## src/design/lrq_pkg.sv

```systemverilog
`default_nettype none
// ----------------------------------------------------------------------------
// lrq_pkg
// Shared widths, operation codes and cell control type for the recency queue.
// ----------------------------------------------------------------------------
package lrq_pkg;

    localparam int FUNC_WIDTH       = 2;
    localparam int VALUE_PORT_WIDTH = 32;
    localparam int INDEX_WIDTH      = 3;
    localparam int COUNT_WIDTH      = 4;

    localparam int DEPTH_DEFAULT       = 8;
    localparam int VALUE_WIDTH_DEFAULT = 32;

    typedef logic [FUNC_WIDTH-1:0] func_t;

    localparam func_t FUNC_PUSH = 2'd0;
    localparam func_t FUNC_USE  = 2'd1;
    localparam func_t FUNC_POP  = 2'd2;
    localparam func_t FUNC_READ = 2'd3;

    typedef struct packed {
        logic push_op;
        logic use_op;
        logic tail_sel;
        logic valid;
    } cell_ctrl_t;

endpackage
`default_nettype wire

```

## src/design/lrq_if.sv

```systemverilog
`default_nettype none
// ----------------------------------------------------------------------------
// lrq_if
// Valid/ready channels for recency queue requests and responses.
// ----------------------------------------------------------------------------
interface lrq_req_if;
    logic                                   valid;
    logic                                   ready;
    logic [lrq_pkg::FUNC_WIDTH-1:0]         func;
    logic [lrq_pkg::VALUE_PORT_WIDTH-1:0]   value;
    logic [lrq_pkg::INDEX_WIDTH-1:0]        index;

    modport source (output valid, output func, output value, output index, input ready);
    modport sink (input valid, input func, input value, input index, output ready);
endinterface

interface lrq_rsp_if;
    logic                                   valid;
    logic                                   ready;
    logic                                   ok;
    logic [lrq_pkg::VALUE_PORT_WIDTH-1:0]   read_value;
    logic [lrq_pkg::COUNT_WIDTH-1:0]        count;

    modport source (output valid, output ok, output read_value, output count, input ready);
    modport sink (input valid, input ok, input read_value, input count, output ready);
endinterface
`default_nettype wire

```

## src/design/lru_recency_queue_unit.sv

```systemverilog
`default_nettype none
// ----------------------------------------------------------------------------
// lru_recency_queue_unit
// Least-to-most recently used value queue with push, use, pop and read.
// Response: response word valid in the cycle after the request word is taken.
// Throughput: one word per cycle while the response side is ready; the whole cell row updates on each accepted word.
// Reset: fill count and response valid clear; stored entries are left as is.
// ----------------------------------------------------------------------------
module lru_recency_queue_unit #(
    parameter int DEPTH       = lrq_pkg::DEPTH_DEFAULT,
    parameter int VALUE_WIDTH = lrq_pkg::VALUE_WIDTH_DEFAULT
) (
    input  wire logic  clk,
    input  wire logic  rst_n,
    lrq_req_if.sink    req,
    lrq_rsp_if.source  rsp
);
    import lrq_pkg::*;

    localparam int CW = $clog2(DEPTH + 1);

    logic                               accept;
    logic [CW-1:0]                      count_reg;
    logic [CW-1:0]                      count_next;
    logic                               rsp_valid_reg;
    logic                               ok_reg;
    logic                               ok_next;
    logic [VALUE_PORT_WIDTH-1:0]        read_value_reg;
    logic [VALUE_PORT_WIDTH-1:0]        read_value_next;
    logic [COUNT_WIDTH-1:0]             rsp_count_reg;
    logic [7:0]                         count_wide;
    logic [63:0]                        value_wide;
    logic [63:0]                        entry_wide;
    logic [VALUE_WIDTH-1:0]             val;
    logic [VALUE_WIDTH-1:0]             rd_entry;
    logic                               rd_ok;
    logic                               full;
    logic                               found;
    logic [DEPTH-1:0][VALUE_WIDTH-1:0]  entries;

    assign req.ready  = ~rsp_valid_reg | rsp.ready;
    assign accept     = req.valid & req.ready;
    assign value_wide = 64'(req.value);
    assign val        = value_wide[VALUE_WIDTH-1:0];
    assign full       = (count_reg == CW'(DEPTH));
    assign rd_ok      = (8'(req.index) < 8'(count_reg));

    lrq_chain #(
        .DEPTH       (DEPTH),
        .VALUE_WIDTH (VALUE_WIDTH)
    ) u_chain (
        .clk     (clk),
        .en      (accept),
        .func    (req.func),
        .count   (count_reg),
        .val     (val),
        .entries (entries),
        .found   (found)
    );

    always_comb
    begin
        rd_entry = '0;
        for (int i = 0; i < DEPTH; i++)
        begin
            if (8'(req.index) == 8'(i))
            begin
                rd_entry = entries[i];
            end
        end
    end

    assign entry_wide = 64'(rd_entry);

    always_comb
    begin
        count_next      = count_reg;
        ok_next         = 1'b0;
        read_value_next = '0;
        unique case (req.func)
            FUNC_PUSH:
            begin
                ok_next = ~full;
                if (!full)
                begin
                    count_next = count_reg + CW'(1);
                end
            end
            FUNC_USE:
            begin
                ok_next = found;
            end
            FUNC_POP:
            begin
                ok_next = (count_reg != '0);
                if (count_reg != '0)
                begin
                    count_next = count_reg - CW'(1);
                end
            end
            FUNC_READ:
            begin
                ok_next = rd_ok;
                if (rd_ok)
                begin
                    read_value_next = entry_wide[VALUE_PORT_WIDTH-1:0];
                end
            end
        endcase
    end

    assign count_wide = 8'(count_next);

    always_ff @(posedge clk or negedge rst_n)
    begin
        if (!rst_n)
        begin
            count_reg     <= '0;
            rsp_valid_reg <= 1'b0;
        end
        else
        begin
            if (accept)
            begin
                count_reg     <= count_next;
                rsp_valid_reg <= 1'b1;
            end
            else if (rsp.ready)
            begin
                rsp_valid_reg <= 1'b0;
            end
        end
    end

    always_ff @(posedge clk)
    begin
        if (accept)
        begin
            ok_reg         <= ok_next;
            read_value_reg <= read_value_next;
            rsp_count_reg  <= count_wide[COUNT_WIDTH-1:0];
        end
    end

    assign rsp.valid      = rsp_valid_reg;
    assign rsp.ok         = ok_reg;
    assign rsp.read_value = read_value_reg;
    assign rsp.count      = rsp_count_reg;

endmodule
`default_nettype wire

```

## src/design/lrq_cell.sv

```systemverilog
`default_nettype none
// ----------------------------------------------------------------------------
// lrq_cell
// One queue slot: match against the operand, shift from the right neighbor,
// or load the operand as the newest entry.
// ----------------------------------------------------------------------------
module lrq_cell #(
    parameter int VALUE_WIDTH = lrq_pkg::VALUE_WIDTH_DEFAULT
) (
    input  wire logic                   clk,
    input  wire logic                   en,
    input  wire lrq_pkg::cell_ctrl_t    ctrl,
    input  wire logic [VALUE_WIDTH-1:0] val,
    input  wire logic [VALUE_WIDTH-1:0] right_entry,
    input  wire logic                   shift_in,
    output logic                        shift_out,
    output logic [VALUE_WIDTH-1:0]      entry
);
    import lrq_pkg::*;

    logic [VALUE_WIDTH-1:0] entry_reg;
    logic [VALUE_WIDTH-1:0] entry_next;
    logic                   match;
    logic                   load;

    assign match     = ctrl.use_op & ctrl.valid & (entry_reg == val);
    assign shift_out = shift_in | match;
    assign load      = ctrl.tail_sel & (ctrl.push_op | (ctrl.use_op & shift_out));

    always_comb
    begin
        priority if (load)
        begin
            entry_next = val;
        end
        else if (shift_out)
        begin
            entry_next = right_entry;
        end
        else
        begin
            entry_next = entry_reg;
        end
    end

    always_ff @(posedge clk)
    begin
        if (en)
        begin
            entry_reg <= entry_next;
        end
    end

    assign entry = entry_reg;

endmodule
`default_nettype wire

```

## src/design/lrq_chain.sv

```systemverilog
`default_nettype none
// ----------------------------------------------------------------------------
// lrq_chain
// Row of queue cells, oldest at position 0; decodes per-cell control and
// links the shift chain.
// ----------------------------------------------------------------------------
module lrq_chain #(
    parameter int DEPTH       = lrq_pkg::DEPTH_DEFAULT,
    parameter int VALUE_WIDTH = lrq_pkg::VALUE_WIDTH_DEFAULT,
    localparam int CW         = $clog2(DEPTH + 1)
) (
    input  wire logic                                clk,
    input  wire logic                                en,
    input  wire logic [lrq_pkg::FUNC_WIDTH-1:0]      func,
    input  wire logic [CW-1:0]                       count,
    input  wire logic [VALUE_WIDTH-1:0]              val,
    output logic [DEPTH-1:0][VALUE_WIDTH-1:0]        entries,
    output logic                                     found
);
    import lrq_pkg::*;

    logic             push_op;
    logic             use_op;
    logic             pop_op;
    logic             full;
    logic [DEPTH:0]   shift;

    assign push_op  = (func == FUNC_PUSH);
    assign use_op   = (func == FUNC_USE);
    assign pop_op   = (func == FUNC_POP);
    assign full     = (count == CW'(DEPTH));
    assign shift[0] = (push_op & full) | (pop_op & (count != '0));
    assign found    = use_op & shift[DEPTH];

    for (genvar i = 0; i < DEPTH; i++)
    begin : g_cell
        cell_ctrl_t             ctrl;
        logic [VALUE_WIDTH-1:0] right_entry;

        assign ctrl.push_op  = push_op;
        assign ctrl.use_op   = use_op;
        assign ctrl.valid    = (count > CW'(i));
        assign ctrl.tail_sel = push_op ? (full ? (i == DEPTH - 1) : (count == CW'(i)))
                                       : (count == CW'(i + 1));

        if (i == DEPTH - 1)
        begin : g_last
            assign right_entry = entries[i];
        end
        else
        begin : g_inner
            assign right_entry = entries[i + 1];
        end

        lrq_cell #(
            .VALUE_WIDTH (VALUE_WIDTH)
        ) u_cell (
            .clk         (clk),
            .en          (en),
            .ctrl        (ctrl),
            .val         (val),
            .right_entry (right_entry),
            .shift_in    (shift[i]),
            .shift_out   (shift[i + 1]),
            .entry       (entries[i])
        );
    end

endmodule
`default_nettype wire

```

## src/flat_wrapper.sv

```systemverilog
// flat-port wrapper written by rule: the top's interface ports become plain ports
module lru_recency_queue_unit_flat import lrq_pkg::*;
#(
    parameter int DEPTH       = lrq_pkg::DEPTH_DEFAULT,
    parameter int VALUE_WIDTH = lrq_pkg::VALUE_WIDTH_DEFAULT
)
  (clk, rst_n, req_valid, req_func, req_value, req_index, req_ready, rsp_valid, rsp_ok, rsp_read_value, rsp_count, rsp_ready);
  lrq_req_if req_i ();
  lrq_rsp_if rsp_i ();
  input  wire logic clk;
  input  wire logic rst_n;
  input wire logic [$bits(req_i.valid)-1:0] req_valid;
  input wire logic [$bits(req_i.func)-1:0] req_func;
  input wire logic [$bits(req_i.value)-1:0] req_value;
  input wire logic [$bits(req_i.index)-1:0] req_index;
  output wire logic [$bits(req_i.ready)-1:0] req_ready;
  output wire logic [$bits(rsp_i.valid)-1:0] rsp_valid;
  output wire logic [$bits(rsp_i.ok)-1:0] rsp_ok;
  output wire logic [$bits(rsp_i.read_value)-1:0] rsp_read_value;
  output wire logic [$bits(rsp_i.count)-1:0] rsp_count;
  input wire logic [$bits(rsp_i.ready)-1:0] rsp_ready;
  assign req_i.valid = req_valid;
  assign req_i.func = req_func;
  assign req_i.value = req_value;
  assign req_i.index = req_index;
  assign req_ready = req_i.ready;
  assign rsp_valid = rsp_i.valid;
  assign rsp_ok = rsp_i.ok;
  assign rsp_read_value = rsp_i.read_value;
  assign rsp_count = rsp_i.count;
  assign rsp_i.ready = rsp_ready;
  lru_recency_queue_unit #(.DEPTH(DEPTH), .VALUE_WIDTH(VALUE_WIDTH)) u_core (.clk(clk), .rst_n(rst_n), .req(req_i), .rsp(rsp_i));
endmodule
```

## config.mk

```make
export PLATFORM = sky130hd
export DESIGN_NAME = lru_recency_queue_unit_flat
export DESIGN_NICKNAME = d
export VERILOG_FILES = /design/src/design/lrq_pkg.sv /design/src/design/lrq_if.sv /design/src/design/lru_recency_queue_unit.sv /design/src/design/lrq_cell.sv /design/src/design/lrq_chain.sv /design/src/flat_wrapper.sv
export SDC_FILE = /design/constraint.sdc
export NUM_CORES = 1
export LEC_CHECK = 0
export ABC_AREA = 1
export BUFFER_PORTS_ARGS = -buffer_cell sky130_fd_sc_hd__buf_2
export CORE_ASPECT_RATIO = 1.25
export CORE_MARGIN = 2
export CORE_UTILIZATION = 57
export DETAILED_ROUTE_END_ITERATION = 10
export GPL_ROUTABILITY_DRIVEN = 0
export PLACE_DENSITY = 0.75
export SYNTH_ARGS = -nofsm -noshare
export SYNTH_HDL_FRONTEND = slang
export SYNTH_SLANG_ARGS = --single-unit
```

## constraint.sdc

```tcl
create_clock -name clk -period 9.5 [get_ports clk]
set_input_delay 1.425 -clock clk [delete_from_list [all_inputs] [get_ports clk]]
set_output_delay 1.425 -clock clk [all_outputs]
set_load 0.01 [all_outputs]
```

=== Word level (Yosys, flattened, before mapping) ===
Cells that the tools add are included.

* Memories: 0
* Bits in writable memories: 0
* ROM bits: 0
* Flip-flop bits (word level): 298
* Bits in latches: 0
* Input bits: 41
* Word-level logic and storage cells: 170

* Bitwise logic cells: 55
* Divide/modulo/power cells: 0
* Mux-type cells: 44
* Multipliers: 0
* Shift-type cells: 0
* Equality and inequality tests: 26
* Add/sub/neg operators: 2
* Order comparisons: 9
* Reduce and logical (&&, ||, !) cells: 21

{| class="wikitable"
|+ Operators with widths
! cell !! number
|-
| 32-bit two-way mux || 22
|-
| 32-bit equality test || 8
|-
| 1-bit AND || 35
|-
| 1-bit two-way mux || 18
|-
| 1-bit bitwise OR || 18
|-
| 2-bit AND reduction || 9
|-
| 4-bit by 3-bit equality test with 1-bit output, second input constant || 4
|-
| 4-bit by 3-bit greater-than comparator with 1-bit output, second input constant || 4
|-
| 2-bit nonzero test || 8
|-
| 3-bit equality test, second input constant || 4
|-
| 4-bit by 2-bit equality test with 1-bit output, second input constant || 2
|-
| 4-bit by 1-bit greater-than comparator with 1-bit output, second input constant || 2
|-
| 4-bit by 2-bit greater-than comparator with 1-bit output, second input constant || 2
|-
| 4-bit two-way mux || 2
|-
| 4-bit one-hot mux with 2 select lines || 1
|-
| 3-bit by 2-bit equality test with 1-bit output, second input constant || 2
|-
| 4-bit by 1-bit adder with 4-bit output, second input constant || 1
|-
| 2-bit equality test, second input constant || 2
|-
| 4-bit by 1-bit equality test with 1-bit output, second input constant || 1
|-
| 4-bit equality test, second input constant || 1
|-
| 4-bit logical NOT || 1
|-
| 3-bit by 4-bit less-than comparator with 1-bit output || 1
|-
| 1-bit one-hot mux with 4 select lines || 1
|-
| 4-bit nonzero test || 1
|-
| 6 further kinds || 7
|}

=== Logic depth before layout (Yosys ltp) ===
* Word-level depth: 15
* Depth in mapped cells: 18
* Gate-level depth less buffers: 16

=== Cells and area by module ===
A second synthesis with hierarchy kept.

* Cells, all modules: 2894
* Area, all modules: 20571.0 sq um

{| class="wikitable"
|+ Modules (own cells, without submodules)
! module !! cells an instance !! times used !! area each (sq um)
|-
| lrq_cell || 273 || 8 || 2054.5
|-
| lru_recency_queue_unit || 652 || 1 || 3862.5
|-
| lrq_chain || 58 || 1 || 272.8
|}

=== Worst setup path before layout ===
No wires, ideal clock.

* Path type: input to register
* From: input req_value[11]
* To: register u_core.u_chain.g_cell[5].u_cell.entry_reg[0] (enable)
* Data arrival time: 4.309 ns
* Cell stages on the path: 8
* Setup time: 0.441 ns
* Slack: 4.751 ns
* Path buffers: 2
* Required time: 9.059 ns
* Path through: buf_4 > inv_2 > buf_2 > nor2_1 > a211o_1 > nor3_1 > nand4_2 > a31oi_1

* Cells in the longest elaborated chain, start to end: 13
* Elaborated cells on any way between the ends: 23
* Those cells by class: eq/ne: 6; bitwise: 15; reduce/logical: 2

{| class="wikitable"
|+ Ends and longest elaborated chain
! item !! RTL line !! text
|-
| start, declared || flat_wrapper.sv:14 || <nowiki>input wire logic [$bits(req_i.value)-1:0] req_value;</nowiki>
|-
| 32-bit equality test || lrq_cell.sv:26 || <nowiki>assign match = ctrl.use_op & ctrl.valid & (entry_reg == val);</nowiki>
|-
| 1-bit AND || lrq_cell.sv:26 ||
|-
| 1-bit bitwise OR (5 in a row) || lrq_cell.sv:27 || <nowiki>assign shift_out = shift_in | match;</nowiki>
|-
| 1-bit bitwise OR (*) || lrq_cell.sv:27 ||
|-
| 1-bit AND || lrq_cell.sv:28 || <nowiki>assign load = ctrl.tail_sel & (ctrl.push_op | (ctrl.use_op & shift_out));</nowiki>
|-
| 1-bit bitwise OR || lrq_cell.sv:28 ||
|-
| 1-bit AND || lrq_cell.sv:28 ||
|-
| 2-bit nonzero test (no source line) (*) || n/a ||
|-
| 2-bit AND reduction (no source line) (*) || n/a ||
|-
| end signal, assigned || lrq_cell.sv:50 || <nowiki>entry_reg <= entry_next;</nowiki>
|-
| end, declared || lrq_cell.sv:21 || <nowiki>logic [VALUE_WIDTH-1:0] entry_reg;</nowiki>
|}

Mark *: on every way between the ends. The rest lies on a longest branch, timed or not.
A chain may end at the register's enable or synchronous reset.

=== Worst setup path after layout ===
* From: input req_value[5]
* To: register u_core.u_chain.g_cell[7].u_cell.entry_reg[19] (enable)

* Cells in the longest elaborated chain, start to end: 14
* Elaborated cells on any way between the ends: 28
* Those cells by class: eq/ne: 8; bitwise: 19; reduce/logical: 1

{| class="wikitable"
|+ Ends and longest elaborated chain
! item !! RTL line
|-
| 32-bit equality test || lrq_cell.sv:26
|-
| 1-bit AND || lrq_cell.sv:26
|-
| 1-bit bitwise OR (7 in a row) || lrq_cell.sv:27
|-
| 1-bit bitwise OR (*) || lrq_cell.sv:27
|-
| 1-bit AND (*) || lrq_cell.sv:28
|-
| 1-bit bitwise OR (*) || lrq_cell.sv:28
|-
| 1-bit AND (*) || lrq_cell.sv:28
|-
| 2-bit AND reduction (no source line) (*) || n/a
|-
| end signal, assigned || lrq_cell.sv:50
|-
| end, declared || lrq_cell.sv:21
|}

Marks and branches as above.

==> impl_metrics.ini <==
[floorplan]
die_x_um = 163.6
placementRows = 73
coreArea_mm2 = 0.03160
dieArea_mm2 = 0.03329
die_h_um = 203.5
io_pins = 80
start_util = 0.5742

[sta]
finClkSkew_ns = 0.01193
setup_viol = 0
setup_slack_ns = 5.060
post-route-min-period_ns = 4.440
fmax_mhz = 225.2
period_share = 0.4674
worst_slew_pin_slew_ns = 1.181
maxSlewViolCount = 0
max-slew-margin-rel = 0.2102
rsz0062_at_grt = no
finalHoldViolCount = 0
tns_ns = 0

[synthesis]
synth_cell_types = 53
async_flop_share = 0.01678
synthFlopType = edfxtp_1
synthTopCellsByArea = edfxtp_1 48%, nand2_1 15%, inv_1 4.4%, nand3_1 4.0%, o21ai_0 3.2%
yosys.area.top_type = edfxtp_1
synth_edf_count = 293
seq_area_frac_synth = 0.4917
syn_area_per_cell_um2 = 8.142
syn-num-nets = 2276
yosysWarnings = 0
synthesis.area_mm2 = 0.01815
syn_inst = 2229
synth_top_area_frac = 0.4848
ys_seq_elements = 298

[worst_hold_path]
min_path_type = reg -> reg
whs_path_depth = 2
hold_start = u_core.rsp.valid$_DFFE_PN0P_

[grt]
grt_pass1_vias = 16230
grt_overflow = 0
antenna_found_initial = 0
grt_max_degree = 66
grt_use_total = 0.3820
grt_pass1_wl_um = 94990

[clock_network]
cts_max_path_buffers = 3
post-cts-setup-buffer-count = 0
clk_pin_slew_worst_paths_ns = 0.06
cts.sink_count = 298
clock-root-buffer = clkbuf_16
postCtsResizedCells = 0
cts_tree = built
clock_latency_ns = 0.60
cts_buffers = 30
h-tree-depth = 1
hold_buffers = 0

[power_and_ir_drop]
p_leak_nw = 8.357
powerDensity_mw_per_mm2 = 196.9
max-vdd-ir-drop_mv = 0.1657

[layout]
area.growth.synth_to_final_pct = 8.832
layout.nets = 2289
final_cell_mix = 716 x nand2_1, 293 x edfxtp_1, 212 x inv_1, 145 x nand3_1, 143 x nor2_1
seqCellArea_mm2 = 0.008924
layout_commonest_cell = nand2_1
drive_gt1_frac = 0.09717
num-fill-cells = 2716
insertedDiodeCount = 0
multi_input_area_mm2 = 0.007785
largest_reg_flops = 256

[detailed_routing]
wl_per_cell_um = 24.02
drc = 0
wirelength_um = 64280
vias = 17070
ant_nets = 0
drt_first_pass_iters = 6
viasPerCell = 6.378
drt_iter0_drc = 2665

[setup_path]
r2r_cells = 15
startpoint_type = primary input
end_kind = register
cp_data_arrival_time_ns = 4.70
startpoint = req_value[5]
cp_max_fo = 17
required_ns = 9.76
crit_type = in -> reg
reg2reg_from = u_core.count_reg[1]$_DFFE_PN0P_

[place]
port_buffers = 79
dp_slack_ns = 4.657
hpwl_um = 41410

[job]
drv_cap = 0

[run_status]
status = complete, no violations
[logic make-up (layout without fill, tap and decap cells)]
family	Yosys count	after routing	share of synthesized area
flip-flops	298	298	0.4917
XOR/XNOR	92	92	0.04440
AND/OR/NAND/NOR	1145	1145	0.2682
buffers and inverters	359	394	0.08405
AO/OA/AOI/OAI	329	329	0.1075
adder cells (fa/ha/maj)	6	6	0.004137
[power by group]
group / switching [mW] / total (mW) / internal (mW)
Combinational: 0.608 / 0.847 / 0.239
Sequential: 0.112 / 1.75 / 1.64
Clock: 0.543 / 1.29 / 0.749
Total: 1.26 / 3.89 / 2.63
[path summary, 6_finish.rpt]
check | endpoint | slack, ns
max in group asynchronous | u_core.count_reg[0]$_DFFE_PN0P_ | 8.73
max reg2reg | u_core.u_chain.g_cell[5].u_cell.entry[10]$_DFFE_PP_ | 5.51
max | u_core.u_chain.g_cell[7].u_cell.entry[19]$_DFFE_PP_ | 5.06
min | u_core.rsp.valid$_DFFE_PN0P_ | 0.54
min reg2reg | u_core.rsp.valid$_DFFE_PN0P_ | 0.54
min in group asynchronous | u_core.count_reg[2]$_DFFE_PN0P_ | 0.63
[per-stage QoR]
stage | hold WS, ns | power [mW] | std cells | cell area [um2] | util
after detailed placement | 0.5231 | 2.579 | 2622 | 18710 | 0.5920
after global routing | 0.5881 | 4.005 | 2676 | 19750 | 0.6250
final | 0.5353 | 3.889 | 2676 | 19750 | 0.6250
after global placement | 0.4914 | 2.558 | 2622 | 18710 | 0.5920
after floorplan | 0.5317 | 2.286 | 2229 | 18150 | -
after CTS | 0.5390 | 3.849 | 2676 | 19750 | 0.6250
[critical path: stages]
cell and delay, ns:
buf_2 0.22, inv_1 0.33, nand2_1 0.23, o21ai_0 0.11, nor4_1 0.74, nand4_1 0.22, o21ai_0 0.22, o21ai_0 0.16
nor2_4 0.60, buf_4 0.43
[metal layers]
| layer | track usage | share of wire | vias up |
|---|---|---|---|
| met5 | 0 | 0 | - |
| met4 | 0.2619 | 0.079 | 0 |
| met3 | 0.07972 | 0.13 | 340 |
| met2 | 0.6016 | 0.45 | 1377 |
| met1 | 0.4716 | 0.34 | 7820 |
| li1 | - | - | 7531 |
[cell usage after synthesis (all sizes together) (10+ instances only)]
cell     instances
nor2           151
o2111ai         22
xnor2           40
nand4           61
xor2            52
a21oi           36
inv            228
o22ai           32
edfxtp         293
a211oi          18
nor3            27
nand3          149
nand2          726
or2             12
o21ai          185
buf             86
a2111oi         10
nor4            15
clkbuf          41
[final cells by class]
type,instances,share of cell area
clock buffer,37,0.04194
inverter,232,0.04416
multi-input combinational,1572,0.3942
clock inverter,17,0.01077
timing repair buffer,108,0.03104
tap,412,0.02610
sequential,298,0.4518
(Power assumes the default switching activity.)
